===== config.mk =====
export PLATFORM = sky130hd
export DESIGN_NAME = turtle_bitmap_plotter
export DESIGN_NICKNAME = d
export VERILOG_FILES = /design/src/rtl/tbp_pkg.sv /design/src/rtl/tbp_ctrl.sv /design/src/rtl/tbp_datapath.sv /design/src/rtl/turtle_bitmap_plotter.sv
export SDC_FILE = /design/constraint.sdc
export NUM_CORES = 2
export LEC_CHECK = 0
export BUFFER_PORTS_ARGS = -buffer_cell sky130_fd_sc_hd__buf_2
export CORE_ASPECT_RATIO = 1.5
export CORE_UTILIZATION = 34
export CTS_CLUSTER_DIAMETER = 150
export DETAILED_ROUTE_END_ITERATION = 12
export MAX_ROUTING_LAYER = met4
export PLACE_DENSITY = 0.48
export SYNTH_ARGS = -nofsm -noshare
export SYNTH_HDL_FRONTEND = slang
export SYNTH_HIERARCHICAL = 1
export SYNTH_SLANG_ARGS = --single-unit

===== constraint.sdc =====
create_clock -name aclk -period 5.6 [get_ports aclk]
set_clock_uncertainty 0.2 [all_clocks]
set_input_delay 0 -clock aclk [delete_from_list [all_inputs] [get_ports aclk]]
set_output_delay 0 -clock aclk [all_outputs]
set_load 0.03 [all_outputs]

===== src/rtl/tbp_pkg.sv =====
// types, command codes and helpers shared by the turtle bitmap plotter
package tbp_pkg;

    localparam int REQ_W      = 3;
    localparam int DIST_W     = 8;
    localparam int ROW_BITS_W = 64;
    localparam int ROW_NUM_W  = 5;
    // wide enough for a grid index (up to 63) plus the largest distance
    localparam int SUM_W      = 9;
    localparam int LANE_W     = 6;

    localparam logic [REQ_W-1:0] REQ_PEN_UP     = 3'd0;
    localparam logic [REQ_W-1:0] REQ_PEN_DOWN   = 3'd1;
    localparam logic [REQ_W-1:0] REQ_TURN_RIGHT = 3'd2;
    localparam logic [REQ_W-1:0] REQ_TURN_LEFT  = 3'd3;
    localparam logic [REQ_W-1:0] REQ_MOVE       = 3'd4;
    localparam logic [REQ_W-1:0] REQ_DISPLAY    = 3'd5;

    typedef enum logic [1:0] {
        HEAD_EAST  = 2'd0,
        HEAD_SOUTH = 2'd1,
        HEAD_WEST  = 2'd2,
        HEAD_NORTH = 2'd3
    } heading_t;

    typedef enum logic [2:0] {
        ST_IDLE,
        ST_WALK_RD,
        ST_WALK_WR,
        ST_DISP_RD,
        ST_DISP_LD
    } state_t;

    typedef struct packed {
        logic [REQ_W-1:0]  req_type;
        logic [DIST_W-1:0] distance;
    } req_item_t;

    typedef struct packed {
        logic [ROW_BITS_W-1:0] row_bits;
        logic [ROW_NUM_W-1:0]  row_number;
        logic                  last_row;
    } row_item_t;

    typedef struct packed {
        logic accept;
        logic walk_rd;
        logic walk_wr;
        logic disp_first;
        logic disp_load;
    } cmd_t;

    typedef struct packed {
        logic need_walk;
        logic walk_last;
        logic disp_last;
        logic out_free;
    } status_t;

    // ones from column lo up to column hi inclusive
    function automatic logic [ROW_BITS_W-1:0] span_mask(input logic [LANE_W-1:0] lo,
                                                        input logic [LANE_W-1:0] hi);
        logic [ROW_BITS_W-1:0] low_part;
        logic [ROW_BITS_W-1:0] high_part;
        low_part  = {ROW_BITS_W{1'b1}} << lo;
        high_part = {ROW_BITS_W{1'b1}} >> (LANE_W'(ROW_BITS_W - 1) - hi);
        return low_part & high_part;
    endfunction

endpackage


===== src/rtl/tbp_ctrl.sv =====
// command sequencer: decodes beats and steps the row walk and display scan
module tbp_ctrl (
    input  logic                aclk,
    input  logic                aresetn,
    input  logic                s_valid,
    input  tbp_pkg::req_item_t  s_data,
    output logic                s_ready,
    input  tbp_pkg::status_t    status,
    output tbp_pkg::cmd_t       cmd
);

    tbp_pkg::state_t state_reg;
    tbp_pkg::state_t state_next;

    always_ff @(posedge aclk) begin
        if (!aresetn) begin
            state_reg <= tbp_pkg::ST_IDLE;
        end else begin
            state_reg <= state_next;
        end
    end

    always_comb begin
        state_next = state_reg;
        case (state_reg)
            tbp_pkg::ST_IDLE: begin
                if (s_valid) begin
                    case (s_data.req_type)
                        tbp_pkg::REQ_MOVE: begin
                            if (status.need_walk) begin
                                state_next = tbp_pkg::ST_WALK_RD;
                            end
                        end
                        tbp_pkg::REQ_DISPLAY: begin
                            state_next = tbp_pkg::ST_DISP_RD;
                        end
                        default: begin
                        end
                    endcase
                end
            end
            tbp_pkg::ST_WALK_RD: begin
                state_next = tbp_pkg::ST_WALK_WR;
            end
            tbp_pkg::ST_WALK_WR: begin
                if (status.walk_last) begin
                    state_next = tbp_pkg::ST_IDLE;
                end
            end
            tbp_pkg::ST_DISP_RD: begin
                state_next = tbp_pkg::ST_DISP_LD;
            end
            tbp_pkg::ST_DISP_LD: begin
                if (status.out_free && status.disp_last) begin
                    state_next = tbp_pkg::ST_IDLE;
                end
            end
            default: begin
                state_next = tbp_pkg::ST_IDLE;
            end
        endcase
    end

    always_comb begin
        s_ready        = (state_reg == tbp_pkg::ST_IDLE);
        cmd.accept     = (state_reg == tbp_pkg::ST_IDLE) && s_valid;
        cmd.walk_rd    = (state_reg == tbp_pkg::ST_WALK_RD);
        cmd.walk_wr    = (state_reg == tbp_pkg::ST_WALK_WR);
        cmd.disp_first = (state_reg == tbp_pkg::ST_DISP_RD);
        cmd.disp_load  = (state_reg == tbp_pkg::ST_DISP_LD) && status.out_free;
    end

endmodule


===== src/rtl/tbp_datapath.sv =====
// turtle position, heading, pen, floor memory and result register
module tbp_datapath #(
    parameter int GRID_ROWS = 32,
    parameter int GRID_COLS = 64
) (
    input  logic                aclk,
    input  logic                aresetn,
    input  tbp_pkg::cmd_t       cmd,
    output tbp_pkg::status_t    status,
    input  tbp_pkg::req_item_t  s_data,
    output logic                m_valid,
    input  logic                m_ready,
    output tbp_pkg::row_item_t  m_data
);

    localparam int ROW_W = $clog2(GRID_ROWS);
    localparam int COL_W = $clog2(GRID_COLS);
    localparam int SUM_W = tbp_pkg::SUM_W;
    localparam int BITS_W = tbp_pkg::ROW_BITS_W;
    localparam logic [ROW_W-1:0] ROW_MAX = ROW_W'(GRID_ROWS - 1);
    localparam logic [COL_W-1:0] COL_MAX = COL_W'(GRID_COLS - 1);
    localparam logic [SUM_W-1:0] ROW_MAX_S = SUM_W'(GRID_ROWS - 1);
    localparam logic [SUM_W-1:0] COL_MAX_S = SUM_W'(GRID_COLS - 1);
    localparam logic [BITS_W-1:0] COL_MASK =
        (GRID_COLS >= BITS_W) ? {BITS_W{1'b1}} : ((BITS_W'(1) << GRID_COLS) - BITS_W'(1));

    logic [BITS_W-1:0] floor_mem [GRID_ROWS];
    logic [GRID_ROWS-1:0] row_valid_reg;
    logic [BITS_W-1:0] rd_data_reg;
    logic              rd_valid_reg;

    logic [ROW_W-1:0]  pos_row_reg, pos_row_next;
    logic [COL_W-1:0]  pos_col_reg, pos_col_next;
    tbp_pkg::heading_t heading_reg, heading_next;
    logic              pen_reg, pen_next;
    logic [ROW_W-1:0]  cur_row_reg, cur_row_next;
    logic [ROW_W-1:0]  end_row_reg, end_row_next;
    logic [BITS_W-1:0] mark_mask_reg, mark_mask_next;
    logic              step_up_reg, step_up_next;
    logic              m_valid_reg, m_valid_next;
    tbp_pkg::row_item_t m_data_reg, m_data_next;

    logic              rd_en;
    logic [ROW_W-1:0]  rd_addr;
    logic              wr_en;
    logic [BITS_W-1:0] wr_data;

    logic [SUM_W-1:0]  dist_s, dist_m1, col_s, row_s;
    logic [SUM_W-1:0]  col_fwd, col_fwd_m1, row_fwd, row_fwd_m1;
    logic [COL_W-1:0]  new_col_e, hi_e, new_col_w, lo_w;
    logic [ROW_W-1:0]  new_row_s, end_s, new_row_n, end_n;
    logic [ROW_W-1:0]  cur_step;
    logic [BITS_W-1:0] col_bit;

    // clamped targets and marked span for each heading
    always_comb begin
        dist_s     = SUM_W'(s_data.distance);
        dist_m1    = dist_s - SUM_W'(1);
        col_s      = SUM_W'(pos_col_reg);
        row_s      = SUM_W'(pos_row_reg);
        col_fwd    = col_s + dist_s;
        col_fwd_m1 = col_s + dist_m1;
        row_fwd    = row_s + dist_s;
        row_fwd_m1 = row_s + dist_m1;
        new_col_e  = (col_fwd > COL_MAX_S) ? COL_MAX : COL_W'(col_fwd);
        hi_e       = (col_fwd_m1 > COL_MAX_S) ? COL_MAX : COL_W'(col_fwd_m1);
        new_col_w  = (dist_s > col_s) ? '0 : COL_W'(col_s - dist_s);
        lo_w       = (dist_m1 > col_s) ? '0 : COL_W'(col_s - dist_m1);
        new_row_s  = (row_fwd > ROW_MAX_S) ? ROW_MAX : ROW_W'(row_fwd);
        end_s      = (row_fwd_m1 > ROW_MAX_S) ? ROW_MAX : ROW_W'(row_fwd_m1);
        new_row_n  = (dist_s > row_s) ? '0 : ROW_W'(row_s - dist_s);
        end_n      = (dist_m1 > row_s) ? '0 : ROW_W'(row_s - dist_m1);
        col_bit    = BITS_W'(1) << pos_col_reg;
        cur_step   = step_up_reg ? (cur_row_reg + ROW_W'(1)) : (cur_row_reg - ROW_W'(1));
    end

    always_comb begin
        status.need_walk = pen_reg && (s_data.distance != '0);
        status.walk_last = (cur_row_reg == end_row_reg);
        status.disp_last = (cur_row_reg == ROW_MAX);
        status.out_free  = !m_valid_reg || m_ready;
    end

    always_comb begin
        pos_row_next   = pos_row_reg;
        pos_col_next   = pos_col_reg;
        heading_next   = heading_reg;
        pen_next       = pen_reg;
        cur_row_next   = cur_row_reg;
        end_row_next   = end_row_reg;
        mark_mask_next = mark_mask_reg;
        step_up_next   = step_up_reg;
        m_data_next    = m_data_reg;
        m_valid_next   = m_valid_reg;
        rd_en          = 1'b0;
        rd_addr        = cur_row_reg;
        wr_en          = 1'b0;
        wr_data        = (rd_valid_reg ? rd_data_reg : '0) | mark_mask_reg;

        if (m_ready) begin
            m_valid_next = 1'b0;
        end

        if (cmd.accept) begin
            case (s_data.req_type)
                tbp_pkg::REQ_PEN_UP: begin
                    pen_next = 1'b0;
                end
                tbp_pkg::REQ_PEN_DOWN: begin
                    pen_next = 1'b1;
                end
                tbp_pkg::REQ_TURN_RIGHT: begin
                    heading_next = tbp_pkg::heading_t'(2'(heading_reg + 2'd1));
                end
                tbp_pkg::REQ_TURN_LEFT: begin
                    heading_next = tbp_pkg::heading_t'(2'(heading_reg + 2'd3));
                end
                tbp_pkg::REQ_MOVE: begin
                    // horizontal moves touch one row, vertical ones a column of rows
                    case (heading_reg)
                        tbp_pkg::HEAD_EAST: begin
                            pos_col_next   = new_col_e;
                            cur_row_next   = pos_row_reg;
                            end_row_next   = pos_row_reg;
                            mark_mask_next = tbp_pkg::span_mask(tbp_pkg::LANE_W'(pos_col_reg),
                                                                tbp_pkg::LANE_W'(hi_e));
                        end
                        tbp_pkg::HEAD_WEST: begin
                            pos_col_next   = new_col_w;
                            cur_row_next   = pos_row_reg;
                            end_row_next   = pos_row_reg;
                            mark_mask_next = tbp_pkg::span_mask(tbp_pkg::LANE_W'(lo_w),
                                                                tbp_pkg::LANE_W'(pos_col_reg));
                        end
                        tbp_pkg::HEAD_SOUTH: begin
                            pos_row_next   = new_row_s;
                            cur_row_next   = pos_row_reg;
                            end_row_next   = end_s;
                            step_up_next   = 1'b1;
                            mark_mask_next = col_bit;
                        end
                        default: begin
                            pos_row_next   = new_row_n;
                            cur_row_next   = pos_row_reg;
                            end_row_next   = end_n;
                            step_up_next   = 1'b0;
                            mark_mask_next = col_bit;
                        end
                    endcase
                end
                default: begin
                end
            endcase
        end

        if (cmd.walk_rd) begin
            rd_en   = 1'b1;
            rd_addr = cur_row_reg;
        end

        // write this row and fetch the next one in the same cycle
        if (cmd.walk_wr) begin
            wr_en = 1'b1;
            if (!status.walk_last) begin
                cur_row_next = cur_step;
                rd_en        = 1'b1;
                rd_addr      = cur_step;
            end
        end

        if (cmd.disp_first) begin
            cur_row_next = '0;
            rd_en        = 1'b1;
            rd_addr      = '0;
        end

        if (cmd.disp_load) begin
            m_valid_next           = 1'b1;
            m_data_next.row_bits   = (rd_valid_reg ? rd_data_reg : '0) & COL_MASK;
            m_data_next.row_number = tbp_pkg::ROW_NUM_W'(cur_row_reg);
            m_data_next.last_row   = status.disp_last;
            if (!status.disp_last) begin
                cur_row_next = cur_row_reg + ROW_W'(1);
                rd_en        = 1'b1;
                rd_addr      = cur_row_reg + ROW_W'(1);
            end
        end
    end

    always_ff @(posedge aclk) begin
        if (!aresetn) begin
            pos_row_reg   <= '0;
            pos_col_reg   <= '0;
            heading_reg   <= tbp_pkg::HEAD_EAST;
            pen_reg       <= 1'b0;
            m_valid_reg   <= 1'b0;
            row_valid_reg <= '0;
        end else begin
            pos_row_reg <= pos_row_next;
            pos_col_reg <= pos_col_next;
            heading_reg <= heading_next;
            pen_reg     <= pen_next;
            m_valid_reg <= m_valid_next;
            if (wr_en) begin
                row_valid_reg[cur_row_reg] <= 1'b1;
            end
        end
    end

    always_ff @(posedge aclk) begin
        cur_row_reg   <= cur_row_next;
        end_row_reg   <= end_row_next;
        mark_mask_reg <= mark_mask_next;
        step_up_reg   <= step_up_next;
        m_data_reg    <= m_data_next;
    end

    // floor memory, one write and one registered read port
    always_ff @(posedge aclk) begin
        if (wr_en) begin
            floor_mem[cur_row_reg] <= wr_data;
        end
        if (rd_en) begin
            rd_data_reg  <= floor_mem[rd_addr];
            rd_valid_reg <= row_valid_reg[rd_addr];
        end
    end

    assign m_valid = m_valid_reg;
    assign m_data  = m_data_reg;

    a_pos_row_range: assert property (@(posedge aclk) disable iff (!aresetn)
        pos_row_reg <= ROW_MAX)
        else $error("turtle row left the grid");

    a_pos_col_range: assert property (@(posedge aclk) disable iff (!aresetn)
        pos_col_reg <= COL_MAX)
        else $error("turtle column left the grid");

    a_load_when_free: assert property (@(posedge aclk) disable iff (!aresetn)
        cmd.disp_load |-> (!m_valid_reg || m_ready))
        else $error("result register overwritten while stalled");

    a_last_row_flag: assert property (@(posedge aclk) disable iff (!aresetn)
        (cmd.disp_load && status.disp_last) |=> (m_valid_reg && m_data_reg.last_row))
        else $error("final row of display not flagged");

    a_walk_in_grid: assert property (@(posedge aclk) disable iff (!aresetn)
        cmd.walk_wr |-> (cur_row_reg <= ROW_MAX))
        else $error("row walk outside the floor");

endmodule


===== src/rtl/turtle_bitmap_plotter.sv =====
// turtle graphics plotter on a bitmap floor: sequencer plus datapath
//
// usage: one command beat enters on s_* (req_type, distance); display
// commands return one m_* beat per floor row, row 0 first, with last_row
// set on the final one. other commands return nothing.
// pen up/down, turns, unknown codes, zero moves and pen-up moves are
// taken in the idle state and leave s_ready high. a pen-down move
// walks each row it touches (1 for east/west, up to GRID_ROWS for
// north/south); each touched row is one read-modify-write of the floor
// memory, with the next row fetched while the current one is written.
// display: when m_ready stays high, the single floor read port and the
// output register give one row per cycle. the first display beat
// follows the read state, then the load into the output register.
// a stalled m_ready holds the display scan on the current row; the final
// row may still wait in the output register while the next command enters.
// reset (aresetn low, synchronous) clears the floor at once through per-row
// valid bits, puts the turtle at row 0, column 0, heading east, pen up.
module turtle_bitmap_plotter #(
    parameter int GRID_ROWS = 32,
    parameter int GRID_COLS = 64
) (
    input  logic                aclk,
    input  logic                aresetn,
    input  logic                s_valid,
    output logic                s_ready,
    input  tbp_pkg::req_item_t  s_data,
    output logic                m_valid,
    input  logic                m_ready,
    output tbp_pkg::row_item_t  m_data
);

    tbp_pkg::cmd_t    cmd;
    tbp_pkg::status_t status;

    tbp_ctrl u_ctrl (
        .aclk    (aclk),
        .aresetn (aresetn),
        .s_valid (s_valid),
        .s_data  (s_data),
        .s_ready (s_ready),
        .status  (status),
        .cmd     (cmd)
    );

    tbp_datapath #(
        .GRID_ROWS (GRID_ROWS),
        .GRID_COLS (GRID_COLS)
    ) u_datapath (
        .aclk    (aclk),
        .aresetn (aresetn),
        .cmd     (cmd),
        .status  (status),
        .s_data  (s_data),
        .m_valid (m_valid),
        .m_ready (m_ready),
        .m_data  (m_data)
    );

endmodule

* Word-level counts from Yosys, hierarchy flattened *
Memory sizes are Yosys's and may differ from the RTL's. A register that Yosys moved wholly into a read port is not among the register bits.
Cells that the tools add are included.

storage, ports and cells
  flip-flop bits (word level) = 196
  bits in writable memories = 2048
  input bits = 15
  output and inout bits = 72
  word-level logic and storage cells = 142
  memories kept = 1

cells by class
  add/sub/neg operators = 15
  $lt $le $gt $ge = 11
  eq/ne operators = 18
  shift operators = 5
  multiplexer cells = 50
  bitwise operators = 5
  reduce and logical (&&, ||, !) cells = 22

memory list
  name                  words  width  rd ports  clocked after Yosys merged registers in  wr ports  line                RTL
  u_datapath.floor_mem  32     64     1         1                                        1         tbp_datapath.sv:27  logic [BITS_W-1:0] floor_mem [GRID_ROWS];

operator list
  operator                                                        count
  bitwise AND 64 bit                                              2
  case mux 64 bit (2 select lines)                                1
  left shift 64 x 6 -> 64 bit (first input constant)              2
  right shift 64 x 6 -> 64 bit (first input constant)             2
  two-way mux 5 bit                                               17
  two-way mux 64 bit                                              1
  OR 64 bit                                                       1
  left shift 1 x 6 -> 64 bit (first input constant)               1
  OR 32 bit                                                       1
  two-way mux 6 bit                                               4
  case mux 5 bit (2 select lines)                                 2
  greater-than comparator 9 x 5 -> 1 bit (second input constant)  2
  greater-than comparator 9 x 6 -> 1 bit (second input constant)  2
  case mux 3 bit (5 select lines)                                 1
  two-way mux 1 bit                                               13
  == test 3 x 2 -> 1 bit (second input constant)                  4
  < comparator 5 x 6 -> 1 bit (second input constant)             2
  two-way mux 3 bit                                               4
  case mux 6 bit (2 select lines)                                 1
  subtractor 6 bit                                                2
  subtractor 6 bit (first input constant)                         2
  subtractor 5 bit                                                2
  adder 5 x 8 -> 9 bit                                            1
  adder 5 x 9 -> 9 bit                                            1
  39 further kinds                                                55

* Logic depth before layout (Yosys ltp) *
  depth after elaboration = 9
  depth in mapped cells = 17
  gate-level depth less buffers = 13

* By module *
Netlist, hierarchy kept.

modules (own cells, without submodules)
  module        instances  cells each  area an instance (sq um)  seq. area each (sq um)
  tbp_datapath  1          6937        95386.5                   68695.9
  tbp_ctrl      1          21          188.9                     60.1

* Least setup slack after synthesis *
Ideal clock, no wire load.

  path type = reg-to-reg
  start point = register u_datapath.m_valid_reg (netlist: u_datapath/m_valid)
  end point = register u_datapath.rd_data_reg[0], read port of u_datapath.floor_mem, enable pin
  setup time = 0.425 ns
  arrival time = 4.356 ns
  required time = 4.975 ns
  path slack = 0.619 ns
  cell stages (with the launch flop) = 6
  buffers on the path = 0
  clock period less this slack = 4.981 ns
  cell sequence = dfxtp_1 -> nand2b_1 -> and3_1 -> nand2b_1 -> nand2b_1 -> or3_1

RTL lines
  what                    line                 RTL
  start, declared         tbp_datapath.sv:40   logic m_valid_reg, m_valid_next;
  start signal, assigned  tbp_datapath.sv:203  m_valid_reg <= m_valid_next;
  end, declared           tbp_datapath.sv:29   logic [BITS_W-1:0] rd_data_reg;

==> metrics.cfg <==
[sta]
fin_ws_ns = 0.6970
max_freq_mhz = 204.0
holdWs_ns = 0.1453
rsz0062_at_grt = false
hold_viol_final = 0
tightest_slew_ns = 1.484
setup_viol = 0
layout_min_cycle_time_ns = 4.903
final.setup.tns_ns = 0
slew_viol_final = 0
max_slew_margin_pct = 1.084
post-route-period-util_pct = 87.55

[detailed_routing]
ant_nets = 0
vias = 63800
vias_per_cell = 5.806
drc = 0
wl_mm = 356.6
drt_iter0_drc = 6556
firstDrtPassIters = 7
avgRoutedWirePerCell_um = 32.45

[synthesis]
syn-num-nets = 7052
synth-seq-area-share_pct = 71.94
synth-compound-area-share_pct = 10.61
synth.largest_area_cell = edfxtp_1
synth-seq-cells = 2308
synthAdderAreaFrac_pct = 1.097
synth_xor_area_share_pct = 0.2998
synth_top_family_by_area = simple AND/OR/NAND/NOR gates
synthSimpleGateAreaFrac_pct = 11.82
yosys-top-cells-area = edfxtp_1, nand2_1, a211oi_1
muxShareOfSynthArea_pct = 1.560
avgSynthCellArea_um2 = 13.74
netlist_instances = 6958
synth_cell_types = 90
synth-edff-count = 2253
synthFlopType = edfxtp_1
netlist_area_mm2 = 0.09558
synth_top_area_share_pct = 70.79
yosys_warnings = 6
async_reset_ff_share_pct = 0

[worst_hold_path]
hold_end = u_datapath/pos_col_reg[3]
hold_start = aresetn
worstHoldPathCells = 4
min_path_type = in2reg

[setup_path]
arrival_ns = 5.30
r2r_cells = 13
timing.rr.end = u_datapath/rd_data_reg[62]
path_cells = ha_1 > and3_1 > ha_1 > and2b_1 > nor4_1 > a21oi_4 > buf_12 > and2_4 > buf_12 > mux2i_1 > a211oi_1 > a211oi_1 > o211ai_1
r2r_slack_ns = 0.70
critPathKind = reg2reg
max_stage_delay_ns = 0.58
crit_path_start_kind = register
critPathMaxFanout = 53
reg2reg_from = u_datapath/cur_row_reg[0]
cp-end-kind = register
crit_required_ns = 6.00
cp_slowest_cell = and2b_1

[clock_network]
cts_sinks = 2308
clkSlewWorstSetupHoldPaths_ns = 0.07
cts_buffer_depth = 4
cts_repair_resize_count = 0
cts_root_buf = clkbuf_16
numCtsBuffers = 223
cts_setup_buffers = 0
insertion_delay_ns = 0.91
cts_tree = yes
h-tree-depth = 4

[placed_design]
place_ws_ns = 0.7270
hpwl_mm = 192.2
io_buffers = 86
dpl-instance-area_mm2 = 0.1020
place.gp.congestion = 0.9253

[global_route]
grt_pass1_vias = 61810
grt_first_pass_wirelength_mm = 495.6
grt.total_usage_pct = 25.17
grt-ovfl-total = 0
grt_max_degree = 124
antenna_found_initial = 26

[floorplanning]
fp.dieW_um = 434.9
ios = 87
rows = 238
dieArea_mm2 = 0.2833
die_y_um = 651.4
start_util_pct = 34.14
core_mm2 = 0.2799

[pwr]
p_int_mw = 32.27
clkPwrFrac_pct = 28.7
power_frac_seq_pct = 39.4
finalPower_mw = 50.45
p_leak_nw = 35.67
pwr-share-comb_pct = 31.9
swShare_pct = 36.03
ir_drop_uv = 517.2
powerDensity_mw_per_mm2 = 462.4
switchingPower_mw = 18.18

[layout]
finalInstanceArea_mm2 = 0.1091
fillerInstances = 26300
nets = 7163
areaGrowthSynthToFinish_pct = 14.16
layout-drive-gt1-share_pct = 11.07
largest_reg_flops = 2048

[status]
outcome = complete, no violations

[flow_run]
max_cap_violations = 0

-- routing by layer --
metal	part of all wire [%]	vias up	track usage, %
li1	-	27130	-
met1	40	33360	31.23
met2	50	2621	42.33
met3	5.9	686	2.881
met4	3.9	0	9.140
met5	0	-	-
-- synth_stat cells (55+ instances only) --
cell	count
nand3_1	338
a311oi_1	123
mux2i_1	140
nor2_1	139
and2_1	71
and4_1	61
o21ai_1	71
a21oi_1	87
o211ai_1	93
buf_2	137
inv_1	59
ha_1	71
clkbuf_1	318
and3_1	281
a31oi_1	260
a211oi_1	458
or2_2	71
edfxtp_1	2253
o21ai_0	84
nand2_1	1245
dfxtp_1	55
nand4_1	69
-- layout by cell type (no fill, tap or decap), drive strengths merged, types with 30 or more instances in the layout --
cell	instances
buf	360
o211ai	94
nand2	1246
nand4	70
edfxtp	2253
a211oi	458
or2	71
o21ai	155
o21a	43
dfxtp	55
clkbuf	268
nand3	339
and3	281
nor2	141
and4	62
dlygate4sd3	38
a31oi	260
and2	72
mux2i	140
inv	63
ha	71
o221ai	40
nor3	30
a311oi	123
clkinv	109
a21oi	88
-- worst max path at each step --
stage,from,end,slack (ns),cells after the start
3_3_place_gp,u_datapath/cur_row_reg[0],u_datapath/rd_data_reg[62],0.76,13
6_report,u_datapath/cur_row_reg[0],u_datapath/rd_data_reg[62],0.70,13
4_1_cts,u_datapath/cur_row_reg[0],u_datapath/rd_data_reg[62],0.73,13
3_5_place_dp,u_datapath/cur_row_reg[0],u_datapath/rd_data_reg[62],0.73,13
5_1_grt,u_datapath/cur_row_reg[0],u_datapath/rd_data_reg[62],0.46,13
2_1_floorplan,u_datapath/m_valid,u_datapath/rd_data_reg[0],0.62,5
-- cell families (layout without fill, tap and decap cells) --
kind of cell               after synthesis  count (layout)
buffers and inverters                  574             858
other                                    0              27
adders and majority gates               79              79
xor gates and xnor gates                31              31
AOI/OAI and AO/OA                     1428            1428
muxes                                  144             144
DFF                                   2308            2308
and+or+nand+nor                       2394            2394
-- final cells by class --
cell class / instances / area, um2 / share of cell area [%]
sequential: 2308 / 68760 / 63.01
multi-input combinational: 4076 / 24660 / 22.61
clock buffer: 268 / 5749 / 5.269
tap: 3720 / 4654 / 4.266
timing repair buffer: 398 / 4060 / 3.721
clock inverter: 130 / 925.9 / 0.8486
inverter: 62 / 234.0 / 0.2144
antenna: 27 / 67.56 / 0.06192
-- power groups by stage --
stage / clock [mW] / combinational [mW] / sequential (mW)
2_1_floorplan: 0 / 9.54 / 20.2
3_3_place_gp: 0 / 16.1 / 20.3
3_5_place_dp: 0 / 16.1 / 20.3
4_1_cts: 14.7 / 16.1 / 19.9
5_1_grt: 15.3 / 17.1 / 19.9
6_report: 14.5 / 16.1 / 19.9
-- stage by stage --
stage | instances | utilization, %
after floorplan | 6958 | -
after global placement | 10520 | 36.42
after detailed placement | 10530 | 36.43
after CTS | 10960 | 38.95
after global routing | 10980 | 38.97
final | 10990 | 38.98
-- worst max-delay path, delay by kind of cell (launching register included) --
family,cells,cell delay [ns]
flops,1,0.43
buf+inv,2,0.57
mux,1,0.54
fa+ha+maj,2,0.55
compound gates,4,0.92
simple gates,4,1.36
-- repair_timing --
action	in CTS	in global routing
setup endpoints to repair	0	0
hold buffers	38	0
endpoints found under the hold margin	59	0
(Power assumes the default switching activity.)
